[src/rtl/sps_pkg.sv]
package sps_pkg;

    // register file layout
    localparam int unsigned CFG_DATA_W = 32;
    localparam int unsigned CFG_IDX_W  = 3;

    localparam logic [CFG_IDX_W-1:0] REG_MOTOR_MODE    = 3'd0;
    localparam logic [CFG_IDX_W-1:0] REG_CURRENT_SCALE = 3'd1;
    localparam logic [CFG_IDX_W-1:0] REG_LEVEL_COUNT   = 3'd2;
    localparam logic [CFG_IDX_W-1:0] REG_ACTIVE_LOW    = 3'd3;
    localparam logic [CFG_IDX_W-1:0] REG_REVERSE_DIR   = 3'd4;
    localparam logic [CFG_IDX_W-1:0] REG_STEP_DELAY    = 3'd5;

    // motor modes
    localparam logic [1:0] MODE_HOLD = 2'd0;
    localparam logic [1:0] MODE_FULL = 2'd1;
    localparam logic [1:0] MODE_HALF = 2'd2;

    // request kinds
    localparam logic REQ_TICK = 1'b0;
    localparam logic REQ_MOVE = 1'b1;

    // phase counts per mode
    localparam logic [3:0] PHASES_HOLD = 4'd1;
    localparam logic [3:0] PHASES_FULL = 4'd4;
    localparam logic [3:0] PHASES_HALF = 4'd8;

    // full-current scale and one-third threshold on scale * top
    localparam logic [8:0]  SCALE_FULL   = 9'd256;
    localparam logic [10:0] THIRD_THRESH = 11'd768;

    // phase tables, bit i is entry i
    localparam logic [3:0] FULL_DIR_A  = 4'b1001;
    localparam logic [3:0] FULL_DIR_B  = 4'b0011;
    localparam logic [7:0] HALF_THIRD_A = 8'b1000_1000;
    localparam logic [7:0] HALF_THIRD_B = 8'b0010_0010;
    localparam logic [7:0] HALF_DIR_A  = 8'b0111_1000;
    localparam logic [7:0] HALF_DIR_B  = 8'b1110_0001;

    // holding mode direction bits
    localparam logic HOLD_DIR_A = 1'b0;
    localparam logic HOLD_DIR_B = 1'b1;

    typedef struct packed {
        logic [1:0]  motor_mode;
        logic [8:0]  current_scale;
        logic [2:0]  level_count;
        logic        active_low;
        logic        reverse_dir;
        logic [31:0] step_delay;
    } cfg_t;

    typedef struct packed {
        logic        req_type;
        logic [15:0] step_amount;
        logic        backwards;
    } item_t;

    typedef struct packed {
        logic [1:0]         coil_a_level;
        logic [1:0]         coil_b_level;
        logic               phase_a_dir;
        logic               phase_b_dir;
        logic               stepped;
        logic               busy_res;
        logic signed [31:0] position_now;
        logic signed [31:0] pending_now;
    } result_t;

    // clamp a 34-bit signed sum to the signed 32-bit range
    function automatic logic [31:0] sat32(input logic [33:0] v);
        logic [31:0] r;
        if (v[33:31] == 3'b000 || v[33:31] == 3'b111) begin
            r = v[31:0];
        end else if (v[33]) begin
            r = 32'h8000_0000;
        end else begin
            r = 32'h7FFF_FFFF;
        end
        return r;
    endfunction

endpackage

[src/rtl/sps_cfg_regs.sv]
module sps_cfg_regs (
    input  logic                          aclk,
    input  logic                          aresetn,
    input  logic                          cfg_wr_en,
    input  logic [sps_pkg::CFG_IDX_W-1:0] cfg_wr_index,
    input  logic [sps_pkg::CFG_DATA_W-1:0] cfg_wr_data,
    output sps_pkg::cfg_t                 cfg,
    output logic                          mode_wr
);
    import sps_pkg::*;

    cfg_t cfg_reg;

    assign cfg     = cfg_reg;
    assign mode_wr = cfg_wr_en && (cfg_wr_index == REG_MOTOR_MODE);

    // register writes, unknown indexes ignored
    always_ff @(posedge aclk) begin
        if (!aresetn) begin
            cfg_reg.motor_mode    <= MODE_HOLD;
            cfg_reg.current_scale <= 9'd0;
            cfg_reg.level_count   <= 3'd4;
            cfg_reg.active_low    <= 1'b0;
            cfg_reg.reverse_dir   <= 1'b0;
            cfg_reg.step_delay    <= 32'd1000;
        end else if (cfg_wr_en) begin
            unique case (cfg_wr_index)
                REG_MOTOR_MODE:    cfg_reg.motor_mode    <= cfg_wr_data[1:0];
                REG_CURRENT_SCALE: cfg_reg.current_scale <= cfg_wr_data[8:0];
                REG_LEVEL_COUNT:   cfg_reg.level_count   <= cfg_wr_data[2:0];
                REG_ACTIVE_LOW:    cfg_reg.active_low    <= cfg_wr_data[0];
                REG_REVERSE_DIR:   cfg_reg.reverse_dir   <= cfg_wr_data[0];
                REG_STEP_DELAY:    cfg_reg.step_delay    <= cfg_wr_data[31:0];
                default: begin
                end
            endcase
        end
    end

endmodule

[src/rtl/sps_coil_map.sv]
module sps_coil_map (
    input  sps_pkg::cfg_t cfg,
    input  logic [2:0]    phase_idx,
    output logic [1:0]    coil_a_level,
    output logic [1:0]    coil_b_level,
    output logic          phase_a_dir,
    output logic          phase_b_dir
);
    import sps_pkg::*;

    logic [8:0]  scale;
    logic [1:0]  top;
    logic [10:0] prod;
    logic [1:0]  lvl_full;
    logic [1:0]  lvl_third;
    logic [1:0]  out_full;
    logic [1:0]  out_third;
    logic        third_a;
    logic        third_b;

    // clamp scale and level count, then scale the top level
    always_comb begin
        scale = (cfg.current_scale > SCALE_FULL) ? SCALE_FULL : cfg.current_scale;
        if (cfg.level_count == 3'd0) begin
            top = 2'd0;
        end else if (cfg.level_count > 3'd4) begin
            top = 2'd3;
        end else begin
            top = 2'(cfg.level_count - 3'd1);
        end
        prod      = {2'b00, scale} * {9'd0, top};
        lvl_full  = prod[9:8];
        lvl_third = (prod >= THIRD_THRESH) ? 2'd1 : 2'd0;
        out_full  = cfg.active_low ? 2'(top - lvl_full)  : lvl_full;
        out_third = cfg.active_low ? 2'(top - lvl_third) : lvl_third;
    end

    // phase table lookup
    always_comb begin
        third_a = 1'b0;
        third_b = 1'b0;
        unique case (cfg.motor_mode)
            MODE_FULL: begin
                phase_a_dir = FULL_DIR_A[phase_idx[1:0]];
                phase_b_dir = FULL_DIR_B[phase_idx[1:0]];
            end
            MODE_HALF: begin
                third_a     = HALF_THIRD_A[phase_idx];
                third_b     = HALF_THIRD_B[phase_idx];
                phase_a_dir = HALF_DIR_A[phase_idx];
                phase_b_dir = HALF_DIR_B[phase_idx];
            end
            default: begin
                phase_a_dir = HOLD_DIR_A;
                phase_b_dir = HOLD_DIR_B;
            end
        endcase
        coil_a_level = third_a ? out_third : out_full;
        coil_b_level = third_b ? out_third : out_full;
    end

endmodule

[src/rtl/sps_step_core.sv]
module sps_step_core (
    input  logic             aclk,
    input  logic             aresetn,
    input  sps_pkg::cfg_t    cfg,
    input  logic             mode_wr,
    input  logic             fire,
    input  sps_pkg::item_t   item,
    output sps_pkg::result_t result
);
    import sps_pkg::*;

    logic [2:0]  phase_idx_reg;
    logic [2:0]  phase_idx_next;
    logic [31:0] pending_reg;
    logic [31:0] pending_next;
    logic [31:0] elapsed_reg;
    logic [31:0] elapsed_next;
    logic [31:0] position_reg;
    logic [31:0] position_next;

    logic [31:0] elapsed_inc;
    logic [16:0] half_up;
    logic [17:0] mag_div;
    logic [17:0] mag_pos;
    logic [33:0] div_s;
    logic [33:0] pos_s;
    logic [31:0] pending_cmd;
    logic [31:0] elapsed_cmd;
    logic [32:0] wait_ticks;
    logic        busy;
    logic        go;
    logic        sback;
    logic        down;
    logic [3:0]  phases;
    logic [3:0]  idx_up;
    logic [3:0]  idx_wide;

    // move amount per mode, signed by direction
    always_comb begin
        half_up = {1'b0, item.step_amount} + 17'd1;
        unique case (cfg.motor_mode)
            MODE_FULL: begin
                mag_div = {2'b00, half_up[16:1]};
                mag_pos = {1'b0, half_up[16:1], 1'b0};
            end
            MODE_HALF: begin
                mag_div = {2'b00, item.step_amount};
                mag_pos = {2'b00, item.step_amount};
            end
            default: begin
                mag_div = 18'd0;
                mag_pos = 18'd0;
            end
        endcase
        div_s = item.backwards ? 34'(-{16'd0, mag_div}) : {16'd0, mag_div};
        pos_s = item.backwards ? 34'(-{16'd0, mag_pos}) : {16'd0, mag_pos};
    end

    // tick or command update, then the step check
    always_comb begin
        elapsed_inc = (elapsed_reg == '1) ? elapsed_reg : elapsed_reg + 32'd1;
        if (item.req_type == REQ_MOVE) begin
            pending_cmd   = sat32({{2{pending_reg[31]}}, pending_reg} + div_s);
            position_next = sat32({{2{position_reg[31]}}, position_reg} + pos_s);
            elapsed_cmd   = elapsed_reg;
        end else begin
            pending_cmd   = pending_reg;
            position_next = position_reg;
            elapsed_cmd   = elapsed_inc;
        end

        wait_ticks = (cfg.motor_mode == MODE_HALF) ?
                     (({1'b0, cfg.step_delay} + 33'd1) >> 1) : {1'b0, cfg.step_delay};
        busy  = pending_cmd != 32'd0;
        go    = busy && ({1'b0, elapsed_cmd} >= wait_ticks);
        sback = pending_cmd[31];
        down  = sback ^ cfg.reverse_dir;

        pending_next = pending_cmd;
        elapsed_next = elapsed_cmd;
        if (go) begin
            pending_next = sback ? pending_cmd + 32'd1 : pending_cmd - 32'd1;
            elapsed_next = 32'd0;
        end
    end

    // phase index walk with wrap-around
    always_comb begin
        unique case (cfg.motor_mode)
            MODE_FULL: phases = PHASES_FULL;
            MODE_HALF: phases = PHASES_HALF;
            default:   phases = PHASES_HOLD;
        endcase
        idx_wide = {1'b0, phase_idx_reg};
        idx_up   = idx_wide + 4'd1;
        phase_idx_next = phase_idx_reg;
        if (go) begin
            if (!down) begin
                phase_idx_next = (idx_up >= phases) ? 3'd0 : idx_up[2:0];
            end else if (phase_idx_reg == 3'd0 || idx_wide >= phases) begin
                phase_idx_next = 3'(phases - 4'd1);
            end else begin
                phase_idx_next = phase_idx_reg - 3'd1;
            end
        end
    end

    // counter state
    always_ff @(posedge aclk) begin
        if (!aresetn) begin
            phase_idx_reg <= 3'd0;
            pending_reg   <= 32'd0;
            elapsed_reg   <= '1;
            position_reg  <= 32'd0;
        end else if (mode_wr) begin
            phase_idx_reg <= 3'd0;
        end else if (fire) begin
            phase_idx_reg <= phase_idx_next;
            pending_reg   <= pending_next;
            elapsed_reg   <= elapsed_next;
            position_reg  <= position_next;
        end
    end

    sps_coil_map u_coil_map (
        .cfg          (cfg),
        .phase_idx    (phase_idx_next),
        .coil_a_level (result.coil_a_level),
        .coil_b_level (result.coil_b_level),
        .phase_a_dir  (result.phase_a_dir),
        .phase_b_dir  (result.phase_b_dir)
    );

    assign result.stepped      = go;
    assign result.busy_res     = busy;
    assign result.position_now = position_next;
    assign result.pending_now  = pending_next;

endmodule

[src/rtl/stepper_phase_sequencer_unit.sv]
// Full/half step indexer for a two-phase stepper. Each transfer on the s_ side is either a
// time tick or a move command; every one gives exactly one result on the m_ side with the
// coil levels and directions, whether a step was taken, and the saturating position and
// pending counts. One item is taken per clock unless m_ready stalls the result register. An
// input register feeds the counter update and phase table lookup, which are combinational
// into the result register; that update of the pending, tick and phase counters lets the next
// item follow straight behind. Configuration must be written through cfg_wr_* while no item
// is in flight (the block does not enforce it); a motor_mode write clears the phase index.
module stepper_phase_sequencer_unit (
    input  logic                           aclk,
    input  logic                           aresetn,

    input  logic                           cfg_wr_en,
    input  logic [sps_pkg::CFG_IDX_W-1:0]  cfg_wr_index,
    input  logic [sps_pkg::CFG_DATA_W-1:0] cfg_wr_data,

    input  logic                           s_valid,
    output logic                           s_ready,
    input  logic                           s_req_type,
    input  logic [15:0]                    s_step_amount,
    input  logic                           s_backwards,

    output logic                           m_valid,
    input  logic                           m_ready,
    output logic [1:0]                     m_coil_a_level,
    output logic [1:0]                     m_coil_b_level,
    output logic                           m_phase_a_dir,
    output logic                           m_phase_b_dir,
    output logic                           m_stepped,
    output logic                           m_busy_res,
    output logic signed [31:0]             m_position_now,
    output logic signed [31:0]             m_pending_now
);
    import sps_pkg::*;

    cfg_t    cfg;
    logic    mode_wr;
    logic    in_valid_reg;
    item_t   in_item_reg;
    logic    out_valid_reg;
    result_t out_res_reg;
    result_t result;
    logic    advance;

    sps_cfg_regs u_cfg_regs (
        .aclk         (aclk),
        .aresetn      (aresetn),
        .cfg_wr_en    (cfg_wr_en),
        .cfg_wr_index (cfg_wr_index),
        .cfg_wr_data  (cfg_wr_data),
        .cfg          (cfg),
        .mode_wr      (mode_wr)
    );

    // item moves on when the result register is free or being emptied
    assign advance = in_valid_reg && (!out_valid_reg || m_ready);
    assign s_ready = !in_valid_reg || advance;

    // input register
    always_ff @(posedge aclk) begin
        if (!aresetn) begin
            in_valid_reg <= 1'b0;
        end else if (s_ready) begin
            in_valid_reg <= s_valid;
        end
    end

    always_ff @(posedge aclk) begin
        if (s_valid && s_ready) begin
            in_item_reg.req_type    <= s_req_type;
            in_item_reg.step_amount <= s_step_amount;
            in_item_reg.backwards   <= s_backwards;
        end
    end

    sps_step_core u_step_core (
        .aclk    (aclk),
        .aresetn (aresetn),
        .cfg     (cfg),
        .mode_wr (mode_wr),
        .fire    (advance),
        .item    (in_item_reg),
        .result  (result)
    );

    // result register
    always_ff @(posedge aclk) begin
        if (!aresetn) begin
            out_valid_reg <= 1'b0;
        end else if (advance) begin
            out_valid_reg <= 1'b1;
        end else if (m_ready) begin
            out_valid_reg <= 1'b0;
        end
    end

    always_ff @(posedge aclk) begin
        if (advance) begin
            out_res_reg <= result;
        end
    end

    assign m_valid        = out_valid_reg;
    assign m_coil_a_level = out_res_reg.coil_a_level;
    assign m_coil_b_level = out_res_reg.coil_b_level;
    assign m_phase_a_dir  = out_res_reg.phase_a_dir;
    assign m_phase_b_dir  = out_res_reg.phase_b_dir;
    assign m_stepped      = out_res_reg.stepped;
    assign m_busy_res     = out_res_reg.busy_res;
    assign m_position_now = out_res_reg.position_now;
    assign m_pending_now  = out_res_reg.pending_now;

endmodule
[config.mk]
export PLATFORM = sky130hd
export DESIGN_NAME = stepper_phase_sequencer_unit
export DESIGN_NICKNAME = d
export VERILOG_FILES = /design/src/rtl/sps_pkg.sv /design/src/rtl/sps_cfg_regs.sv /design/src/rtl/sps_coil_map.sv /design/src/rtl/sps_step_core.sv /design/src/rtl/stepper_phase_sequencer_unit.sv
export SDC_FILE = /design/constraint.sdc
export NUM_CORES = 1
export LEC_CHECK = 0
export BUFFER_PORTS_ARGS = -buffer_cell sky130_fd_sc_hd__buf_4
export CORE_UTILIZATION = 45
export CTS_CLUSTER_SIZE = 30
export DETAILED_ROUTE_END_ITERATION = 7
export GPL_TIMING_DRIVEN = 0
export SLEW_MARGIN = 10
export SYNTH_ARGS = -nofsm -noshare
export SYNTH_HDL_FRONTEND = slang
export SYNTH_SLANG_ARGS = --single-unit
[constraint.sdc]
create_clock -name aclk -period 14.8 [get_ports aclk]
set_input_delay 1.48 -clock aclk [delete_from_list [all_inputs] [get_ports aclk]]
set_output_delay 1.48 -clock aclk [all_outputs]
set_load 0.05 [all_outputs]
# Word-level counts from Yosys, hierarchy flattened
# Memory sizes are Yosys's and may differ from the RTL's.
# Index checks and enable logic that the tools add are counted.
# classes
addsub,15
mul,1
magnitude_cmp,8
eq_ne,10
muxes,43
bitwise,3
reduce_logical,26
# op_table
operator,count
2-to-1 mux 32 bit,12
adder 34 bit,2
2-to-1 mux 34 bit,2
adder 32 x 1 -> 32 bit (second input constant),2
negation 16 -> 34 bit,1
negation 17 -> 34 bit,1
case mux 17 bit (2 select lines),1
adder 32 x 1 -> 33 bit (second input constant),1
greater-or-equal comparator 32 x 33 -> 1 bit,1
== test 32 bit (second input constant),1
case mux 16 bit (2 select lines),1
nonzero test 32 bit,1
subtractor 32 x 1 -> 32 bit (second input constant),1
adder 16 x 1 -> 17 bit (second input constant),1
logical NOT 3 bit,5
AND reduction 2 bit,7
== test 3 bit (second input constant),4
2-to-1 mux 2 bit,6
2-to-1 mux 3 bit,4
greater-or-equal comparator 11 x 10 -> 1 bit (second input constant),1
multiplier 9 x 2 -> 11 bit,1
2-to-1 mux 1 bit,11
greater-than comparator 9 bit (second input constant),1
2-to-1 mux 9 bit,1
24 further kinds,37
# totals
ff_bits,239
rom_bits,32
inputBits,58
output_inout_bits,74
word_cells,133
mem_count,4
# memory_table
name,words,width,read_ports,rd_ports_with_merged_regs,write_ports,line_no,text
(no name shown),8,1,1,0,0,sps_coil_map.sv:51,phase_b_dir = HALF_DIR_B[phase_idx];
(no name shown),8,1,1,0,0,sps_coil_map.sv:50,phase_a_dir = HALF_DIR_A[phase_idx];
(no name shown),8,1,1,0,0,sps_coil_map.sv:49,third_b = HALF_THIRD_B[phase_idx];
(no name shown),8,1,1,0,0,sps_coil_map.sv:48,third_a = HALF_THIRD_A[phase_idx];

# Longest topological paths before layout
# Gate-level depths: netlist (run 1).
# depth
word_depth,16
ltp_mapped,48

# Hierarchy
# A second synthesis (run 1) with hierarchy kept.
# hier_totals
hier_cells,2453
area_unflattened_um2,19738.9
# by_module_without_submodules
module,instances,cells_each,area_each_um2,seq_area_each_um2
sps_step_core,1,2047,14258.7,1981.9
stepper_phase_sequencer_unit,1,99,2806.4,2742.6
sps_cfg_regs,1,203,1955.6,960.9
sps_coil_map,1,104,718.2,0.0

# Worst setup path before layout (run 1)
# OpenSTA, ideal clock, no wires.
# synth_timing
path_type,register -> register
startpoint,"register u_cfg_regs.cfg_reg, in the netlist u_cfg_regs.cfg[46]"
endpoint,"register out_res_reg, in the netlist m_phase_b_dir, data pin"
arrival_time_ns,9.394
required_time_ns,14.533
slack_ns,5.140
stages_incl_launch_ff,44
period_less_slack_ns,9.660
path_cell_list,dfxtp_1 -> inv_1 -> ha_1 -> buf_2 -> nor2b_1 -> clkbuf_1 -> and2_1 -> a221o_1 -> nand4b_4 -> or3_1 -> buf_6 -> o21bai_1 -> nor3_1 -> ha_1 -> nor2_1 -> a21oi_1 -> ha_1 -> nand2_1 -> [8 not listed] -> o311ai_0 -> a211oi_1 -> o21ai_0 -> a2111oi_0 -> o221ai_1 -> nor4_1 -> a32o_1 -> nand3_1 -> o31ai_4 -> inv_2 -> buf_6 -> buf_2 -> nor2_1 -> a21oi_1 -> ha_1 -> and3_1 -> o21ai_0 -> nand3_1
# synth_lines
item,line_no,text
"start, declared",sps_cfg_regs.sv:12,cfg_t cfg_reg;
"end signal, assigned",stepper_phase_sequencer_unit.sv:99,out_res_reg <= result;
"end, declared",stepper_phase_sequencer_unit.sv:41,result_t out_res_reg;

==> flow_metrics.env, run 1 <==
export IMPL_status="completed"
export IMPL_drive_above_1_share_pct=9.71
export IMPL_synth_edf_count=90
export IMPL_synthToLayoutAreaGrowth_pct=14.4
export IMPL_grt_pass1_wl_mm=104
export IMPL_fp_dieH_um=213
export IMPL_rr_worst_depth=46
export IMPL_clkPwrFrac_pct=32.8
export IMPL_drt_vias_per_instance=5.99
export IMPL_fmaxAchievable_mhz=82.8
export IMPL_clkLatencyLatePin_ns=0.60
export IMPL_port_buffers=129
export IMPL_setup_tns_ns=0
export IMPL_rr_endpoint="m_phase_b_dir"
export IMPL_largest_reg_flops=48
export IMPL_synth_top_area_cell="dfxtp_1"
export IMPL_drt_iter0_drc=1632
export IMPL_p_leak_uw=0.00969
export IMPL_cp_common_cell="ha_1"
export IMPL_clockBufferDepth=3
export IMPL_arrival_ns=12.41
export IMPL_grt_ovfl_total=0
export IMPL_async_flop_share_pct=0
export IMPL_avgSynthCellArea_um2=7.87
export IMPL_initial_utilization_pct=45.5
export IMPL_crit_path_start="u_cfg_regs.cfg[46]"
export IMPL_rsz0062_at_grt="false"
export IMPL_routed_wl_mm=68.6
export IMPL_ys_seq_area_share_pct=28.3
export IMPL_p_int_uw=1610
export IMPL_worst_setup_path_end_kind="register"
export IMPL_ctsHoldBuffers=0
export IMPL_required_ns=15.13
export IMPL_cts_clk_slew_worst_paths_ns=0.06
export IMPL_drc_errors=0
export IMPL_r2r_start="u_cfg_regs.cfg[46]"
export IMPL_cts_sinks=239
export IMPL_synth_main_ff_cell="dfxtp_1"
export IMPL_r2r_setup_slack_ns=2.72
export IMPL_cts_tree="built"
export IMPL_antenna_found_initial=0
export IMPL_synth_cell_types=85
export IMPL_syn_instance_count=2552
export IMPL_core_um2=44100
export IMPL_syn_nets=2777
export IMPL_grt_max_degree=61
export IMPL_dp_hpwl_mm=53.6
export IMPL_grt_use_total_pct=29.5
export IMPL_yosys_warnings=0
export IMPL_setup_violations=0
export IMPL_drt_first_pass_iters=6
export IMPL_finClkSkew_ns=0.0180
export IMPL_maxCapViolCount=0
export IMPL_cts_resized=0
export IMPL_syn_cell_area_um2=20100
export IMPL_pwr_share_seq_pct=31.7
export IMPL_cp_slowest_cell="o31ai_4"
export IMPL_std_cell_rows=77
export IMPL_io_pins=132
export IMPL_pwr_density_cell_nw_per_um2=111
export IMPL_antenna_cells=0
export IMPL_min_path_type="register to register"
export IMPL_critPathKind="register to register"
export IMPL_finalCoreUtilization_pct=52.1
export IMPL_fin_crit_ns=12.08
export IMPL_crit_end="m_phase_b_dir"
export IMPL_fill_cells=4278
export IMPL_tightest_slew_ns=1.11
export IMPL_critPathMaxFanout=10
export IMPL_gp_congestion=0.976
export IMPL_dp_cells=3276
export IMPL_antenna_left=0
export IMPL_finalHoldViolCount=0
export IMPL_grt_pass1_vias=18500
export IMPL_slew_viol_final=0
export IMPL_irDropWorstVdd_mv=0.0920
export IMPL_synth_seq_cells=239
export IMPL_synthTopCellsByCount="nand2_1 (332), a21oi_1 (308), nor2_1 (225)"
export IMPL_cts_root_buf="clkbuf_16"
export IMPL_multi_input_area_um2=13600
export IMPL_yosysMostFrequentCell="nand2_1"
export IMPL_switching_share_pct=36.8
export IMPL_die_x_um=213
export IMPL_combPwrFrac_pct=35.6
export IMPL_numCtsBuffers=30
export IMPL_switchingPower_uw=937
export IMPL_vias=20000
export IMPL_seqCellArea_um2=5690
export IMPL_synth_area_top_cells="dfxtp_1 (15%), edfxtp_1 (13%), ha_1 (10%)"
export IMPL_slew_headroom_pct=26.3
export IMPL_num_nets_final=2941
export IMPL_fp_dieArea_um2=45500
export IMPL_crit_path_max_incr_delay_ns=0.70
export IMPL_drt_wirelength_per_cell_um=20.6
export IMPL_min_period_over_period_pct=81.6
export IMPL_worstSetupStartpointType="register"
export IMPL_htree_levels=1
export IMPL_synth_top_area_share_pct=14.8
export IMPL_post_cts_buffers=0
export IMPL_layout_cells_non_filler=3332
[worst max-delay path: cells and delay by family (launching register included)]
family,cells,cell delay (ns)
flops,1,0.36
buf+inv,10,2.13
simple gates,15,3.05
compound gates,16,4.63
fa+ha+maj,5,1.60
[cell families (layout without fill, tap and decap cells)]
logic type | count (synthesis) | count (layout) | synth area share (%)
flops | 239 | 239 | 28.3
mux | 53 | 53 | 3.06
simple gates | 894 | 894 | 20.7
compound gates | 853 | 853 | 26.8
fa+ha+maj | 167 | 167 | 10.5
xor+xnor | 151 | 151 | 6.72
buf+inv | 195 | 383 | 3.85
[cell type report]
class / count / share of cell area, %
repair buffers: 132 / 4.43
clock buffers: 34 / 3.38
inverters: 67 / 1.11
clock inverters: 22 / 1.50
plain buffers: 128 / 2.28
multi-input cells: 2118 / 59.4
flip-flops and latches: 239 / 24.7
well taps: 592 / 3.22
[worst min path at each step]
stage                               to  depth (start not counted)  slack, ns               start
finish              u_cfg_regs.cfg[37]                          2       0.45  u_cfg_regs.cfg[37]
detailed placement  u_cfg_regs.cfg[37]                          2       0.45  u_cfg_regs.cfg[37]
floorplan           u_cfg_regs.cfg[37]                          2       0.43  u_cfg_regs.cfg[37]
CTS                 u_cfg_regs.cfg[37]                          2       0.45  u_cfg_regs.cfg[37]
global route        u_cfg_regs.cfg[37]                          2       0.48  u_cfg_regs.cfg[37]
global placement    u_cfg_regs.cfg[37]                          2       0.45  u_cfg_regs.cfg[37]
[power groups by stage]
stage	combinational (µW)	clock (µW)	sequential, µW
2_1_floorplan	559	0	880
3_3_place_gp	878	0	819
3_5_place_dp	886	0	818
4_1_cts	896	847	805
5_1_grt	982	872	812
6_report	906	835	808
[routing by layer]
layer / GRT usage, % / vias up / share of wire, %
met1: 40.4 / 9428 / 45
li1: - / 9676 / -
met3: 3.50 / 125 / 6.4
met2: 47.7 / 722 / 45
met4: 10.6 / 0 / 3.4
met5: 0 / - / 0
[cells in the final DEF, fill, tap and decap left out, types with 90 or more instances in the layout]
cell / synthesis / routed
dfxtp_1: 149 / 149
a21oi_1: 308 / 308
xnor2_1: 97 / 96
clkbuf_1: 112 / 115
edfxtp_1: 90 / 90
ha_1: 163 / 163
nor2_1: 225 / 225
buf_4: 0 / 129
nand2_1: 332 / 332
o21ai_0: 186 / 186
[stage by stage]
step / setup slack, ns / hold WS (ns) / area (µm²) / power, µW
finish: 2.72 / 0.448 / 23000 / 2550
global route: 1.95 / 0.478 / 23000 / 2670
CTS: 2.83 / 0.455 / 23000 / 2550
detailed placement: 2.86 / 0.447 / 21900 / 1700
global placement: 1.54 / 0.446 / 21800 / 1700
floorplan: 5.14 / 0.432 / 20100 / 1440
(Power assumes the default switching activity.)
==> inputs of run 2 (changes only) <==
clock period = 11.3 ns   (was 14.8 ns; I/O delays follow)
==> flow_metrics.env, run 2 (synthesis gave the netlist of run 1 again) <==
export IMPL_final_cell_mix="nand2_1 (332), a21oi_1 (308), nor2_1 (224), o21ai_0 (185), ha_1 (163)"
export IMPL_tightest_slew_ns=1.14
export IMPL_fmaxAchievable_mhz=93.2
export IMPL_switchingPower_uw=1230
export IMPL_worstSetupStartpointType="register"
export IMPL_maxCapViolCount=0
export IMPL_timing_hold_worst_endpoint="u_cfg_regs.cfg[37]"
export IMPL_std_cell_rows=77
export IMPL_fp_dieArea_um2=45500
export IMPL_routed_wl_mm=68.7
export IMPL_htree_levels=1
export IMPL_clockBufferDepth=3
export IMPL_grt_pass1_vias=18500
export IMPL_power_total_uw=3340
export IMPL_grt_pass1_wl_mm=104
export IMPL_critPathTopFamily="compound AO/OA/AOI/OAI gates"
export IMPL_setup_tns_ns=0
export IMPL_hold_depth=2
export IMPL_fill_cells=4275
export IMPL_grtUsageMet2_pct=47.7
export IMPL_dp_worst_setup_slack_ns=-0.637
export IMPL_cp_common_cell="ha_1"
export IMPL_setup_violations=0
export IMPL_timing_final_ws_setup_ns=0.566
export IMPL_dp_hpwl_mm=53.6
export IMPL_min_period_over_period_pct=95.0
export IMPL_antenna_found_initial=0
export IMPL_antenna_left=0
export IMPL_slew_headroom_pct=24.2
export IMPL_busiest_layer="met2"
export IMPL_grt_ovfl_total=0
export IMPL_required_ns=11.63
export IMPL_rr_worst_depth=44
export IMPL_switching_share_pct=36.8
export IMPL_r2r_start="in_item_reg[2]"
export IMPL_status="completed"
export IMPL_pwr_density_cell_nw_per_um2=145
export IMPL_port_buffers=129
export IMPL_grt_use_total_pct=29.5
export IMPL_rr_endpoint="m_phase_b_dir"
export IMPL_cts_tree="built"
export IMPL_combPwrFrac_pct=35.6
export IMPL_p_leak_uw=0.00972
export IMPL_fp_dieH_um=213
export IMPL_cts_sinks=239
export IMPL_drt_iter0_drc=1686
export IMPL_crit_path_max_incr_delay_ns=0.56
export IMPL_cts_clk_slew_worst_paths_ns=0.06
export IMPL_gp_congestion=0.976
export IMPL_die_x_um=213
export IMPL_critPathKind="register to register"
export IMPL_final_common_cell="nand2_1"
export IMPL_core_um2=44100
export IMPL_synthToLayoutAreaGrowth_pct=14.6
export IMPL_largest_reg_flops=48
export IMPL_grt_max_degree=61
export IMPL_vias=20000
export IMPL_critPathBufInv=6
export IMPL_p_int_uw=2110
export IMPL_antenna_cells=0
export IMPL_initial_utilization_pct=45.5
export IMPL_cts_root_buf="clkbuf_16"
export IMPL_finClkSkew_ns=0.0137
export IMPL_hold_start="u_cfg_regs.cfg[37]"
export IMPL_drt_first_pass_iters=6
export IMPL_critPathMaxFanout=10
export IMPL_arrival_ns=11.06
export IMPL_io_pins=132
export IMPL_worst_setup_path_end_kind="register"
export IMPL_drc_errors=0
export IMPL_num_nets_final=2940
export IMPL_irDropWorstVdd_mv=0.123
export IMPL_drt_wirelength_per_cell_um=20.6
export IMPL_min_path_type="register to register"
export IMPL_fin_crit_ns=10.73
export IMPL_cp_slowest_cell="edfxtp_1"
export IMPL_slew_viol_final=0
export IMPL_clkPwrFrac_pct=32.8
export IMPL_use_met3_pct=3.38
export IMPL_drive_above_1_share_pct=10.2
export IMPL_gr_usage_met1_pct=40.5
export IMPL_r2r_setup_slack_ns=0.57
export IMPL_clkLatencyLatePin_ns=0.60
export IMPL_numCtsBuffers=30
export IMPL_pwr_share_seq_pct=31.7
export IMPL_drt_vias_per_instance=6.02
export IMPL_finalHoldViolCount=0
==> run 2: repair_timing <==
item	in CTS	in global routing
setup endpoints to repair	6	24
buffers inserted	2	1
resized for setup	2	14
hold buffers	0	0
endpoints found under the hold margin	0	0
pin swaps	1	1
cloned	0	0
==> run 2: through the flow <==
stage               util, %  instances  area, µm²  hold slack (ns)
floorplan                 -       2552      20100            0.432
global placement       49.4       3273      21800            0.446
detailed placement     49.5       3276      21900            0.447
CTS                    52.1       3334      23000            0.455
global route           52.2       3331      23000            0.478
finish                 52.2       3331      23000            0.449
==> run 2: worst max-delay path by stage <==
| stage | slack [ns] | cells past startpoint | endpoint | start |
|---|---|---|---|---|
| after floorplan | 1.64 | 43 | m_phase_b_dir | u_cfg_regs.cfg[46] |
| after global placement | -1.96 | 42 | m_phase_b_dir | u_cfg_regs.cfg[46] |
| after detailed placement | -0.64 | 46 | m_phase_b_dir | u_cfg_regs.cfg[46] |
| after CTS | 0.08 | 46 | m_phase_b_dir | u_cfg_regs.cfg[46] |
| after global routing | -0.007 | 46 | m_phase_b_dir | u_cfg_regs.cfg[46] |
| final | 0.57 | 44 | m_phase_b_dir | in_item_reg[2] |
==> run 2: layer usage <==
| layer | vias up | share of wire, % |
|---|---|---|
| li1 | 9691 | - |
| met1 | 9490 | 45 |
| met2 | 722 | 45 |
| met3 | 138 | 6.1 |
| met4 | 0 | 3.6 |
| met5 | - | 0 |
==> run 2: area by class of cell <==
cell class                      count  area (µm²)  area share (%)
Clock buffer                       34         776            3.37
Multi-Input combinational cell   2118       13700            59.4
Buffer                            124         512            2.22
Tap cell                          592         741            3.22
Sequential cell                   239        5690            24.7
Inverter                           67         254            1.10
Clock inverter                     22         345            1.50
Timing Repair Buffer              135        1040            4.52
==> run 2: power groups by stage <==
stage | combinational (µW) | clock [µW] | sequential, µW
final | 1190 | 1090 | 1060
after global routing | 1290 | 1140 | 1060
after CTS | 1180 | 1110 | 1050
after detailed placement | 1160 | 0 | 1070
after global placement | 1150 | 0 | 1070
after floorplan | 732 | 0 | 1150
==> run 2: worst reg2reg max path, delay by kind of cell (launching register included) <==
kind,cells,cell delay [ns]
adder cells (fa/ha/maj),4,1.42
XOR/XNOR,2,0.70
flip-flops,1,0.56
buffers and inverters,6,1.13
AO/OA/AOI/OAI,15,3.49
AND/OR/NAND/NOR,17,3.17
